`config.mk`:
```
export PLATFORM = sky130hd
export DESIGN_NAME = sensor_average_and_scale
export DESIGN_NICKNAME = d
export VERILOG_FILES = /design/src/rtl/sas_pkg.sv /design/src/rtl/sas_accum.sv /design/src/rtl/sas_scale.sv /design/src/rtl/sensor_average_and_scale.sv
export SDC_FILE = /design/constraint.sdc
export NUM_CORES = 2
export LEC_CHECK = 0
export ABC_AREA = 1
export BUFFER_PORTS_ARGS = -buffer_cell sky130_fd_sc_hd__buf_2
export CAP_MARGIN = 10
export CORE_AREA = 5 5 279 281
export DETAILED_ROUTE_END_ITERATION = 8
export DIE_AREA = 0 0 284 286
export PLACE_DENSITY_LB_ADDON = 0.1
export SYNTH_ARGS = -nofsm -noshare
export SYNTH_HDL_FRONTEND = slang
export SYNTH_HIERARCHICAL = 1
export SYNTH_SLANG_ARGS = --single-unit
```
`constraint.sdc`:
```
create_clock -name i_clk -period 5.18 [get_ports i_clk]
set_clock_uncertainty 0.05 [all_clocks]
set_input_delay 0.259 -clock i_clk [delete_from_list [all_inputs] [get_ports i_clk]]
set_output_delay 0.259 -clock i_clk [all_outputs]
set_load 0.01 [all_outputs]
```
`src/rtl/sas_pkg.sv`:
```
// sas_pkg: transaction types and fixed conversion constants for the
// sensor averaging and scaling block
// no dependencies
package sas_pkg;

    localparam int SAMPLE_W = 12;
    localparam int SUM_W    = 16;
    localparam int CNT_W    = 4;
    localparam int PRES_W   = 10;
    localparam int TMAG_W   = 9;

    typedef struct packed {
        logic [SAMPLE_W-1:0] pressure_sample;
        logic [SAMPLE_W-1:0] temperature_sample;
    } t_in_item;

    typedef struct packed {
        logic [PRES_W-1:0] pressure_tenths_kpa;
        logic [TMAG_W-1:0] temperature_magnitude;
        logic              temperature_negative;
    } t_out_item;

    typedef struct packed {
        logic [SAMPLE_W-1:0] pressure_avg;
        logic [SAMPLE_W-1:0] temperature_avg;
    } t_avg_pair;

    // converter range limit and temperature zero point
    localparam logic [SAMPLE_W-1:0] ADC_LIMIT = 12'd3685;
    localparam logic [SAMPLE_W-1:0] T_SPLIT   = 12'd921;

    // pressure numerator (avg + offset) * mul, divided by 737
    localparam int P_NUM_W = 19;
    localparam logic [P_NUM_W-1:0] P_OFFSET = 19'd11055;
    localparam logic [P_NUM_W-1:0] P_MUL    = 19'd30;
    localparam longint unsigned P_DIV = 64'd737;
    localparam int P_SHIFT   = 29;
    localparam int P_RECIP_W = 20;
    localparam longint unsigned P_RECIP_L = ((64'd1 << P_SHIFT) + P_DIV - 64'd1) / P_DIV;
    localparam logic [P_RECIP_W-1:0] P_RECIP = P_RECIP_W'(P_RECIP_L);

    // temperature numerator diff * mul, divided by 3685
    localparam int T_NUM_W = 21;
    localparam logic [T_NUM_W-1:0] T_MUL = 21'd400;
    localparam longint unsigned T_DIV = 64'd3685;
    localparam int T_SHIFT   = 33;
    localparam int T_RECIP_W = 22;
    localparam longint unsigned T_RECIP_L = ((64'd1 << T_SHIFT) + T_DIV - 64'd1) / T_DIV;
    localparam logic [T_RECIP_W-1:0] T_RECIP = T_RECIP_W'(T_RECIP_L);

    localparam logic [PRES_W-1:0] P_CLAMP = 10'd600;
    localparam logic [TMAG_W-1:0] T_CLAMP = 9'd300;

endpackage

```
`src/rtl/sas_accum.sv`:
```
// sas_accum: per-channel sample accumulation and block averaging
// depends on sas_pkg
module sas_accum #(
    parameter int SAMPLES_PER_AVERAGE = 10
) (
    input  logic                i_clk,
    input  logic                i_rst_n,
    input  logic                i_in_valid,
    input  sas_pkg::t_in_item   i_in_item,
    output logic                o_in_stall,
    output logic                o_avg_valid,
    output sas_pkg::t_avg_pair  o_avg,
    input  logic                i_avg_stall
);
    import sas_pkg::*;

    localparam logic [CNT_W-1:0] LAST_CNT = CNT_W'(SAMPLES_PER_AVERAGE - 1);
    localparam int AVG_SHIFT = SUM_W + CNT_W + 1;
    localparam int PROD_W    = SUM_W + AVG_SHIFT;
    localparam longint unsigned AVG_RECIP_L =
        ((64'd1 << AVG_SHIFT) + 64'(SAMPLES_PER_AVERAGE) - 64'd1) / 64'(SAMPLES_PER_AVERAGE);
    localparam logic [AVG_SHIFT-1:0] AVG_RECIP = AVG_SHIFT'(AVG_RECIP_L);

    logic [SUM_W-1:0]  r_sum_p, r_sum_t;
    logic [CNT_W-1:0]  r_cnt;
    logic              r_blk_valid;
    logic [SUM_W-1:0]  r_blk_p, r_blk_t;
    logic              r_avg_valid;
    t_avg_pair         r_avg;

    logic [SUM_W-1:0]  n_sum_p, n_sum_t;
    logic              accept, last, blk_ready, avg_ready;
    logic [PROD_W-1:0] prod_p, prod_t;

    assign avg_ready  = !r_avg_valid || !i_avg_stall;
    assign blk_ready  = !r_blk_valid || avg_ready;
    assign o_in_stall = !blk_ready;
    assign accept     = i_in_valid && blk_ready;
    assign last       = (r_cnt == LAST_CNT);

    assign n_sum_p = r_sum_p + SUM_W'(i_in_item.pressure_sample);
    assign n_sum_t = r_sum_t + SUM_W'(i_in_item.temperature_sample);

    // divide by the block length through a reciprocal multiply
    assign prod_p = PROD_W'(r_blk_p) * PROD_W'(AVG_RECIP);
    assign prod_t = PROD_W'(r_blk_t) * PROD_W'(AVG_RECIP);

    always_ff @(posedge i_clk) begin
        if (!i_rst_n) begin
            r_sum_p     <= '0;
            r_sum_t     <= '0;
            r_cnt       <= '0;
            r_blk_valid <= 1'b0;
            r_avg_valid <= 1'b0;
        end else begin
            if (accept) begin
                if (last) begin
                    r_sum_p <= '0;
                    r_sum_t <= '0;
                    r_cnt   <= '0;
                end else begin
                    r_sum_p <= n_sum_p;
                    r_sum_t <= n_sum_t;
                    r_cnt   <= r_cnt + 1'b1;
                end
            end
            if (blk_ready) begin
                r_blk_valid <= accept && last;
            end
            if (avg_ready) begin
                r_avg_valid <= r_blk_valid;
            end
        end
    end

    always_ff @(posedge i_clk) begin
        if (accept && last) begin
            r_blk_p <= n_sum_p;
            r_blk_t <= n_sum_t;
        end
        if (r_blk_valid && avg_ready) begin
            r_avg.pressure_avg    <= prod_p[AVG_SHIFT +: SAMPLE_W];
            r_avg.temperature_avg <= prod_t[AVG_SHIFT +: SAMPLE_W];
        end
    end

    assign o_avg_valid = r_avg_valid;
    assign o_avg       = r_avg;

endmodule

```
`src/rtl/sas_scale.sv`:
```
// sas_scale: maps block averages to pressure and signed temperature units,
// holds the temperature sign and the result register
// depends on sas_pkg
module sas_scale (
    input  logic                i_clk,
    input  logic                i_rst_n,
    input  logic                i_avg_valid,
    input  sas_pkg::t_avg_pair  i_avg,
    output logic                o_avg_stall,
    output logic                o_out_valid,
    output sas_pkg::t_out_item  o_out_item,
    input  logic                i_out_stall
);
    import sas_pkg::*;

    localparam int P_PROD_W = P_NUM_W + P_RECIP_W;
    localparam int T_PROD_W = T_NUM_W + T_RECIP_W;

    logic               r_num_valid;
    logic [P_NUM_W-1:0] r_p_num;
    logic [T_NUM_W-1:0] r_t_num;
    logic               r_p_clamp, r_t_clamp, r_t_neg;
    logic               r_out_valid;
    t_out_item          r_out;
    logic               r_sign;

    logic                num_ready, out_ready, t_below, neg;
    logic [SAMPLE_W-1:0] t_diff;
    logic [P_PROD_W-1:0] p_prod;
    logic [T_PROD_W-1:0] t_prod;

    assign out_ready   = !r_out_valid || !i_out_stall;
    assign num_ready   = !r_num_valid || out_ready;
    assign o_avg_stall = !num_ready;

    assign t_below = (i_avg.temperature_avg < T_SPLIT);
    assign t_diff  = t_below ? (T_SPLIT - i_avg.temperature_avg)
                             : (i_avg.temperature_avg - T_SPLIT);

    // constant divides through reciprocal multiplies
    assign p_prod = P_PROD_W'(r_p_num) * P_PROD_W'(P_RECIP);
    assign t_prod = T_PROD_W'(r_t_num) * T_PROD_W'(T_RECIP);
    assign neg    = r_t_clamp ? r_sign : r_t_neg;

    always_ff @(posedge i_clk) begin
        if (!i_rst_n) begin
            r_num_valid <= 1'b0;
            r_out_valid <= 1'b0;
            r_sign      <= 1'b0;
        end else begin
            if (num_ready) begin
                r_num_valid <= i_avg_valid;
            end
            if (out_ready) begin
                r_out_valid <= r_num_valid;
            end
            if (r_num_valid && out_ready) begin
                r_sign <= neg;
            end
        end
    end

    always_ff @(posedge i_clk) begin
        if (i_avg_valid && num_ready) begin
            r_p_num   <= (P_NUM_W'(i_avg.pressure_avg) + P_OFFSET) * P_MUL;
            r_t_num   <= T_NUM_W'(t_diff) * T_MUL;
            r_p_clamp <= (i_avg.pressure_avg > ADC_LIMIT);
            r_t_clamp <= (i_avg.temperature_avg > ADC_LIMIT);
            r_t_neg   <= t_below;
        end
        if (r_num_valid && out_ready) begin
            r_out.pressure_tenths_kpa   <= r_p_clamp ? P_CLAMP : p_prod[P_SHIFT +: PRES_W];
            r_out.temperature_magnitude <= r_t_clamp ? T_CLAMP : t_prod[T_SHIFT +: TMAG_W];
            r_out.temperature_negative  <= neg;
        end
    end

    assign o_out_valid = r_out_valid;
    assign o_out_item  = r_out;

endmodule

```
`src/rtl/sensor_average_and_scale.sv`:
```
// sensor_average_and_scale: top level, accumulator and scaling pipeline
// depends on sas_pkg, sas_accum, sas_scale
//
// usage
// input channel: one pressure/temperature sample pair per transaction,
//   accepted when i_in_valid is high and o_in_stall is low
// output channel: one converted result per completed block of
//   SAMPLES_PER_AVERAGE pairs, taken when o_out_valid is high and
//   i_out_stall is low; incomplete blocks give nothing
// throughput: one pair per cycle while o_in_stall is low
// path: from the edge that accepts the last pair of a block, the result is
//   registered in turn as block sum, average multiply, numerator, quotient
// reset: synchronous, active low; clears sums, pair count, held sign and
//   all pipeline valids, so the first block starts fresh
// stall: a stalled result holds; the pipeline stages behind it keep
//   filling, and o_in_stall rises only once every stage holds a result
module sensor_average_and_scale #(
    parameter int SAMPLES_PER_AVERAGE = 10
) (
    input  logic                i_clk,
    input  logic                i_rst_n,
    input  logic                i_in_valid,
    input  sas_pkg::t_in_item   i_in_item,
    output logic                o_in_stall,
    output logic                o_out_valid,
    output sas_pkg::t_out_item  o_out_item,
    input  logic                i_out_stall
);
    import sas_pkg::*;

    logic      avg_valid, avg_stall;
    t_avg_pair avg;

    sas_accum #(
        .SAMPLES_PER_AVERAGE (SAMPLES_PER_AVERAGE)
    ) u_accum (
        .i_clk       (i_clk),
        .i_rst_n     (i_rst_n),
        .i_in_valid  (i_in_valid),
        .i_in_item   (i_in_item),
        .o_in_stall  (o_in_stall),
        .o_avg_valid (avg_valid),
        .o_avg       (avg),
        .i_avg_stall (avg_stall)
    );

    sas_scale u_scale (
        .i_clk       (i_clk),
        .i_rst_n     (i_rst_n),
        .i_avg_valid (avg_valid),
        .i_avg       (avg),
        .o_avg_stall (avg_stall),
        .o_out_valid (o_out_valid),
        .o_out_item  (o_out_item),
        .i_out_stall (i_out_stall)
    );

endmodule

```
# Word-level counts from Yosys, hierarchy flattened
# Index checks and enable logic that the tools add are counted.
[totals]
register_bits = 155
inputBits = 28
output_inout_bits = 22
elab_cells = 56
[classes]
n_addsub = 6
n_mul = 6
order_cmp = 3
n_eq_ne = 1
mux = 5
n_reduce_logical = 15
[op_table]
columns = ["op", "count"]
rows = [
  ["$mul A16 B16 Y31 const B", 2],
  ["$mul A17 B22 Y38 const B", 1],
  ["$mul A18 B20 Y38 const B", 1],
  ["$add A16 B12 Y16", 2],
  ["$mux W16", 2],
  ["$gt A12 B12 Y1 const B", 2],
  ["$mul A19 B4 Y18 const B", 1],
  ["$mul A12 B5 Y17 const B", 1],
  ["$add A12 B14 Y15 const B", 1],
  ["$lt A12 B10 Y1 const B", 1],
  ["$mux W12", 1],
  ["$sub A10 B12 Y12 const A", 1],
  ["$sub A12 B10 Y12 const B", 1],
  ["$logic_not A1 Y1", 6],
  ["$logic_and A1 B1 Y1", 5],
  ["$add A4 B1 Y4 const B", 1],
  ["$eq A4 B4 Y1 const B", 1],
  ["$logic_or A1 B1 Y1", 4],
  ["$mux W4", 1],
  ["$mux W1", 1],
]

# Logic depth before layout (Yosys ltp)
[depth]
word_depth = 7
ltp_mapped = 25

# Modules after synthesis
# Netlist, hierarchy kept.
[by_module_without_submodules]
columns = ["mod", "n_inst", "cells_per_inst", "area_each_um2", "seq_area_each_um2"]
rows = [
  ["sas_scale", 1, 2000, 17595.6, 1801.7],
  ["sas_accum", 1, 1889, 14996.9, 2442.3],
]

# Worst setup path after synthesis
# OpenSTA, ideal clock, no wires.
[synth_timing]
path_kind = "reg2reg"
start = "reg u_scale.r_t_num[19]"
end = "reg u_scale.r_out, in the netlist u_scale/o_out_item[1] (data pin)"
setup_ns = 0.253
arrival_time_ns = 4.701
required_time_ns = 4.877
path_slack_ns = 0.176
path_stages_with_launch = 21
period_less_slack_ns = 5.004
cell_sequence = "edfxtp_1 fa_1 inv_1 fa_1 fa_1 inv_1 fa_1 inv_1 fa_1 fa_1 inv_1 ha_1 nand2_1 o21a_1 o21a_1 nor2_1 nor2_1 nand2_1 nand2_1 nand2_1 nor2_1"
[synth_via]
elab_chain_len = 1
[synth_lines]
columns = ["item", "line", "rtl"]
rows = [
  ["start, declared", "sas_scale.sv:21", "logic [T_NUM_W-1:0] r_t_num;"],
  ["start signal, assigned", "sas_scale.sv:66", "r_t_num <= T_NUM_W'(t_diff) * T_MUL;"],
  ["$mul A17 B22 Y38", "sas_scale.sv:42", "assign t_prod = T_PROD_W'(r_t_num) * T_PROD_W'(T_RECIP);"],
  ["end, declared", "sas_scale.sv:24", "t_out_item r_out;"],
]
# Every way passes these cells.
# A chain may end at the register's enable or synchronous reset.

# Final worst setup path
[layout_timing]
start = "reg u_scale.r_t_num[20]"
end = "reg u_scale.r_out, in the netlist u_scale/o_out_item[1] (data pin)"
# Same word-level chain as after synthesis.

==> metrics.cfg <==
[sta]
tns_ns=0
max_slew_margin_pct=30.3
slew_viol_final=0
rsz0062_at_grt=yes
finalSetupViolCount=0
fin_crit_sh_pct=99.2
fin_crit_ns=5.14
tightest_slew_ns=1.04
hold_violations=0
timing.fmax_mhz=195
whs_ns=0.0455

[clock_tree]
worstSkewPairLatency_ns=0.49
cts_buffers=17
clk_pin_slew_ns=0.09
htreeDepth=4
cts_tree=done
cts.sinks=155
clock_path_buffers=2
root_buffer=clkbuf_16

[global_route]
grt_use_met1_pct=25.7
grtUsageMet2_pct=35.6
grt_pass1_vias=26200
antenna_found_initial=0
top_usage_layer=met2
grtUsageMet3_pct=2.33
grt_remaining_overflow=0
grt_usage_pct=20.0
grt_max_degree=39
grt_pass1_wl_um=131000

[power]
powerDensity_mw_per_mm2=81.5
vdd_drop_max_v=0.000157
p_leak_nw=20.2

[yosys]
syn_area_mm2=0.0326
synth_fp_nets=5000
synth_edf_count=114
yosysUniqueCellTypes=55
postSynthCellCount=3889
synthArstFlopShare_pct=0
synth-seq-cells=155
yosysWarningCount=6
avgSynthCellArea_um2=8.38
yosysSeqAreaShare_pct=13.0
synth-main-ff-cell=edfxtp_1

[hold_path]
holdPathEnd=u_accum/r_blk_t[0]
holdPathStages=2
min_from=i_in_item[0]
hold_class=input port to register

[route]
drc=0
drt-pass1-iter-count=5
antenna_left=0
drt_iter0_markers=851
postRouteWirelength_um=80200
via_per_inst=4.80
vias=24800
post_drt_wl_per_cell_um=15.5

[setup_path]
cp-end-kind=register
reg2reg_to=u_scale/o_out_item[1]
reg2reg_depth=20
rrSetupSlack_ns=0.04
cp_max_fo=4
worst_setup_path_start_kind=register
required_ns=5.37
criticalPathCategory=register to register
arrival_ns=5.33
r2r_start=u_scale/r_t_num[20]

[placement]
finalWeightedCongestion=0.910
dp_hpwl_um=70900
numPortBuffers=49

[floorplan]
io_pins=50
die_h_um=286
start_util_pct=43.3
die_w_um=284
die_area_mm2=0.0812
rows=101
coreArea_mm2=0.0752

[flow_run]
maxCapViolCount=0

[status]
status=completed

[finish]
antenna_cells=0
syn_to_final_growth_pct=15.9
regArea_mm2=0.00424
fill_cells=7248
drive_gt1_share_pct=14.4
multiInputGateArea_mm2=0.0257
final_nets=5297

[critical path, stage by stage (launching register included)]
cell and delay (ns):
edfxtp_1 0.43, fa_2 0.66, inv_2 0.05, fa_1 0.47, fa_1 0.50, inv_1 0.05
fa_1 0.48, inv_1 0.05, fa_1 0.44, fa_1 0.50, inv_2 0.05, ha_4 0.29
nand2_4 0.06, o21a_1 0.19, o21a_1 0.20, nor2_2 0.13, nor2_1 0.05, nand2_1 0.08
nand2_1 0.05, nand2_1 0.06, nor2_1 0.05
[timing repair]
| action | CTS | global route |
|---|---|---|
| setup buffers | 5 | 52 |
| hold buffers | 2 | 0 |
| pin swaps | 1 | 120 |
| endpoints found under the setup margin | 13 | 43 |
| hold endpoints to repair | 4 | 0 |
| cloned | 0 | 0 |
| gates resized for setup | 8 | 294 |
[final cells by class]
type / instances / area share, %
multi-input cells: 2684 / 68.1
inverters: 1040 / 10.3
repair buffers: 288 / 5.48
well taps: 978 / 3.24
flip-flops and latches: 155 / 11.2
clock inverters: 15 / 0.533
clock buffers: 17 / 1.13
[logic make-up (layout without fill, tap and decap cells)]
kind of cell,count (synthesis),after routing,synth area share [%]
buffers and inverters,1050,1360,12.2
xor gates and xnor gates,82,82,2.30
AOI/OAI and AO/OA,390,390,6.69
and+or+nand+nor,1128,1128,14.5
muxes,1,1,0.0307
DFF,155,155,13.0
adders and majority gates,1083,1083,51.3
[worst max-delay path by stage]
stage	end	startpoint	cells past startpoint
final	u_scale/o_out_item[1]	u_scale/r_t_num[20]	20
after global routing	u_scale/o_out_item[1]	u_scale/r_t_num[20]	20
after CTS	u_scale/o_out_item[1]	u_scale/r_t_num[18]	20
after detailed placement	u_scale/o_out_item[14]	u_scale/r_p_num[11]	18
after global placement	u_scale/o_out_item[14]	u_scale/r_p_num[11]	18
after floorplan	u_scale/o_out_item[1]	u_scale/r_t_num[19]	20
[stage by stage]
step	utilization (%)	std cells	total power [mW]	instance area (um^2)	setup WS (ns)
after global placement	47.0	5087	1.74	35400	-0.0692
after detailed placement	47.0	5087	1.74	35400	-0.0596
final	50.3	5177	3.08	37800	0.0419
after floorplan	-	3889	1.66	32600	0.176
after CTS	48.0	5126	3.14	36100	0.00424
after global routing	50.3	5177	3.24	37800	-0.183
[metal layers]
metal / vias to the layer above / share of wire (%)
li1: 12700 / -
met1: 11700 / 45
met2: 274 / 50
met3: 96 / 2.2
met4: 0 / 2.4
met5: - / 0
[flip-flops by register name, summed over array words and instances (netlist names), 16 cells and up]
signal and cells:
u_scale/r_p_num 18, u_accum/r_sum_p 16, u_accum/o_avg 24, u_scale/r_t_num 17, u_accum/r_blk_t 16, u_accum/r_blk_p 16
u_scale/o_out_item 20, u_accum/r_sum_t 16
[cells in the final DEF, fill, tap and decap left out, types with 9 or more instances in the layout]
cell,instances
inv_1,1003
nor2_1,196
a21o_1,19
and2_1,19
buf_2,49
nor2_2,20
fa_1,409
a21oi_1,179
dfxtp_1,41
o21ai_1,23
clkbuf_16,17
o21bai_1,15
nand3_1,125
ha_2,9
fa_2,15
o21ai_0,53
nand3_2,10
nand2_1,623
a21oi_2,33
nand4_1,21
nand2_2,39
inv_2,33
a31oi_1,14
xor2_1,56
buf_4,230
nor2_4,11
nor3_2,9
nor3_1,25
ha_4,52
ha_1,598
edfxtp_1,114
xnor2_1,20
[cell usage after synthesis (2+ instances only)]
cell / instances / area (um^2)
nand3_1: 132 / 661
nor2_4: 2 / 22.5
o21a_1: 8 / 60.1
nand2_1: 654 / 2450
edfxtp_1: 114 / 3420
nor2_1: 221 / 830
nor3_2: 2 / 20.0
a21boi_0: 6 / 45.0
inv_2: 5 / 18.8
a31oi_1: 17 / 106
fa_1: 424 / 8490
o21ai_0: 81 / 405
nor2_2: 4 / 25.0
xor2_2: 4 / 65.1
nand2_2: 13 / 81.3
xor2_1: 58 / 508
o211ai_1: 4 / 30.0
nand3_2: 3 / 30.0
a21o_1: 19 / 143
o2111ai_1: 4 / 35.0
buf_4: 3 / 22.5
or2_2: 6 / 37.5
clkbuf_1: 4 / 15.0
o21bai_1: 17 / 128
a211oi_1: 2 / 15.0
nor3_1: 34 / 170
clkinv_1: 3 / 11.3
dfxtp_1: 41 / 821
nand3b_1: 6 / 45.0
nand4_1: 21 / 131
ha_1: 659 / 8250
o21ai_1: 2 / 10.0
and2_1: 19 / 119
o311ai_0: 2 / 17.5
inv_1: 1032 / 3870
a21oi_1: 218 / 1090
nand2_4: 2 / 22.5
buf_2: 2 / 10.0
nor4_1: 6 / 37.5
xnor2_1: 20 / 175
[power breakdown]
part           leakage, nW  internal, mW  switching, mW  total, mW
logic                 18.5         0.127          0.213      0.341
registers             1.36          1.36         0.0156       1.37
clock network        0.304         0.667          0.698       1.37
total                 20.2          2.15          0.927       3.08
Power figures use the tool's default switching activity.
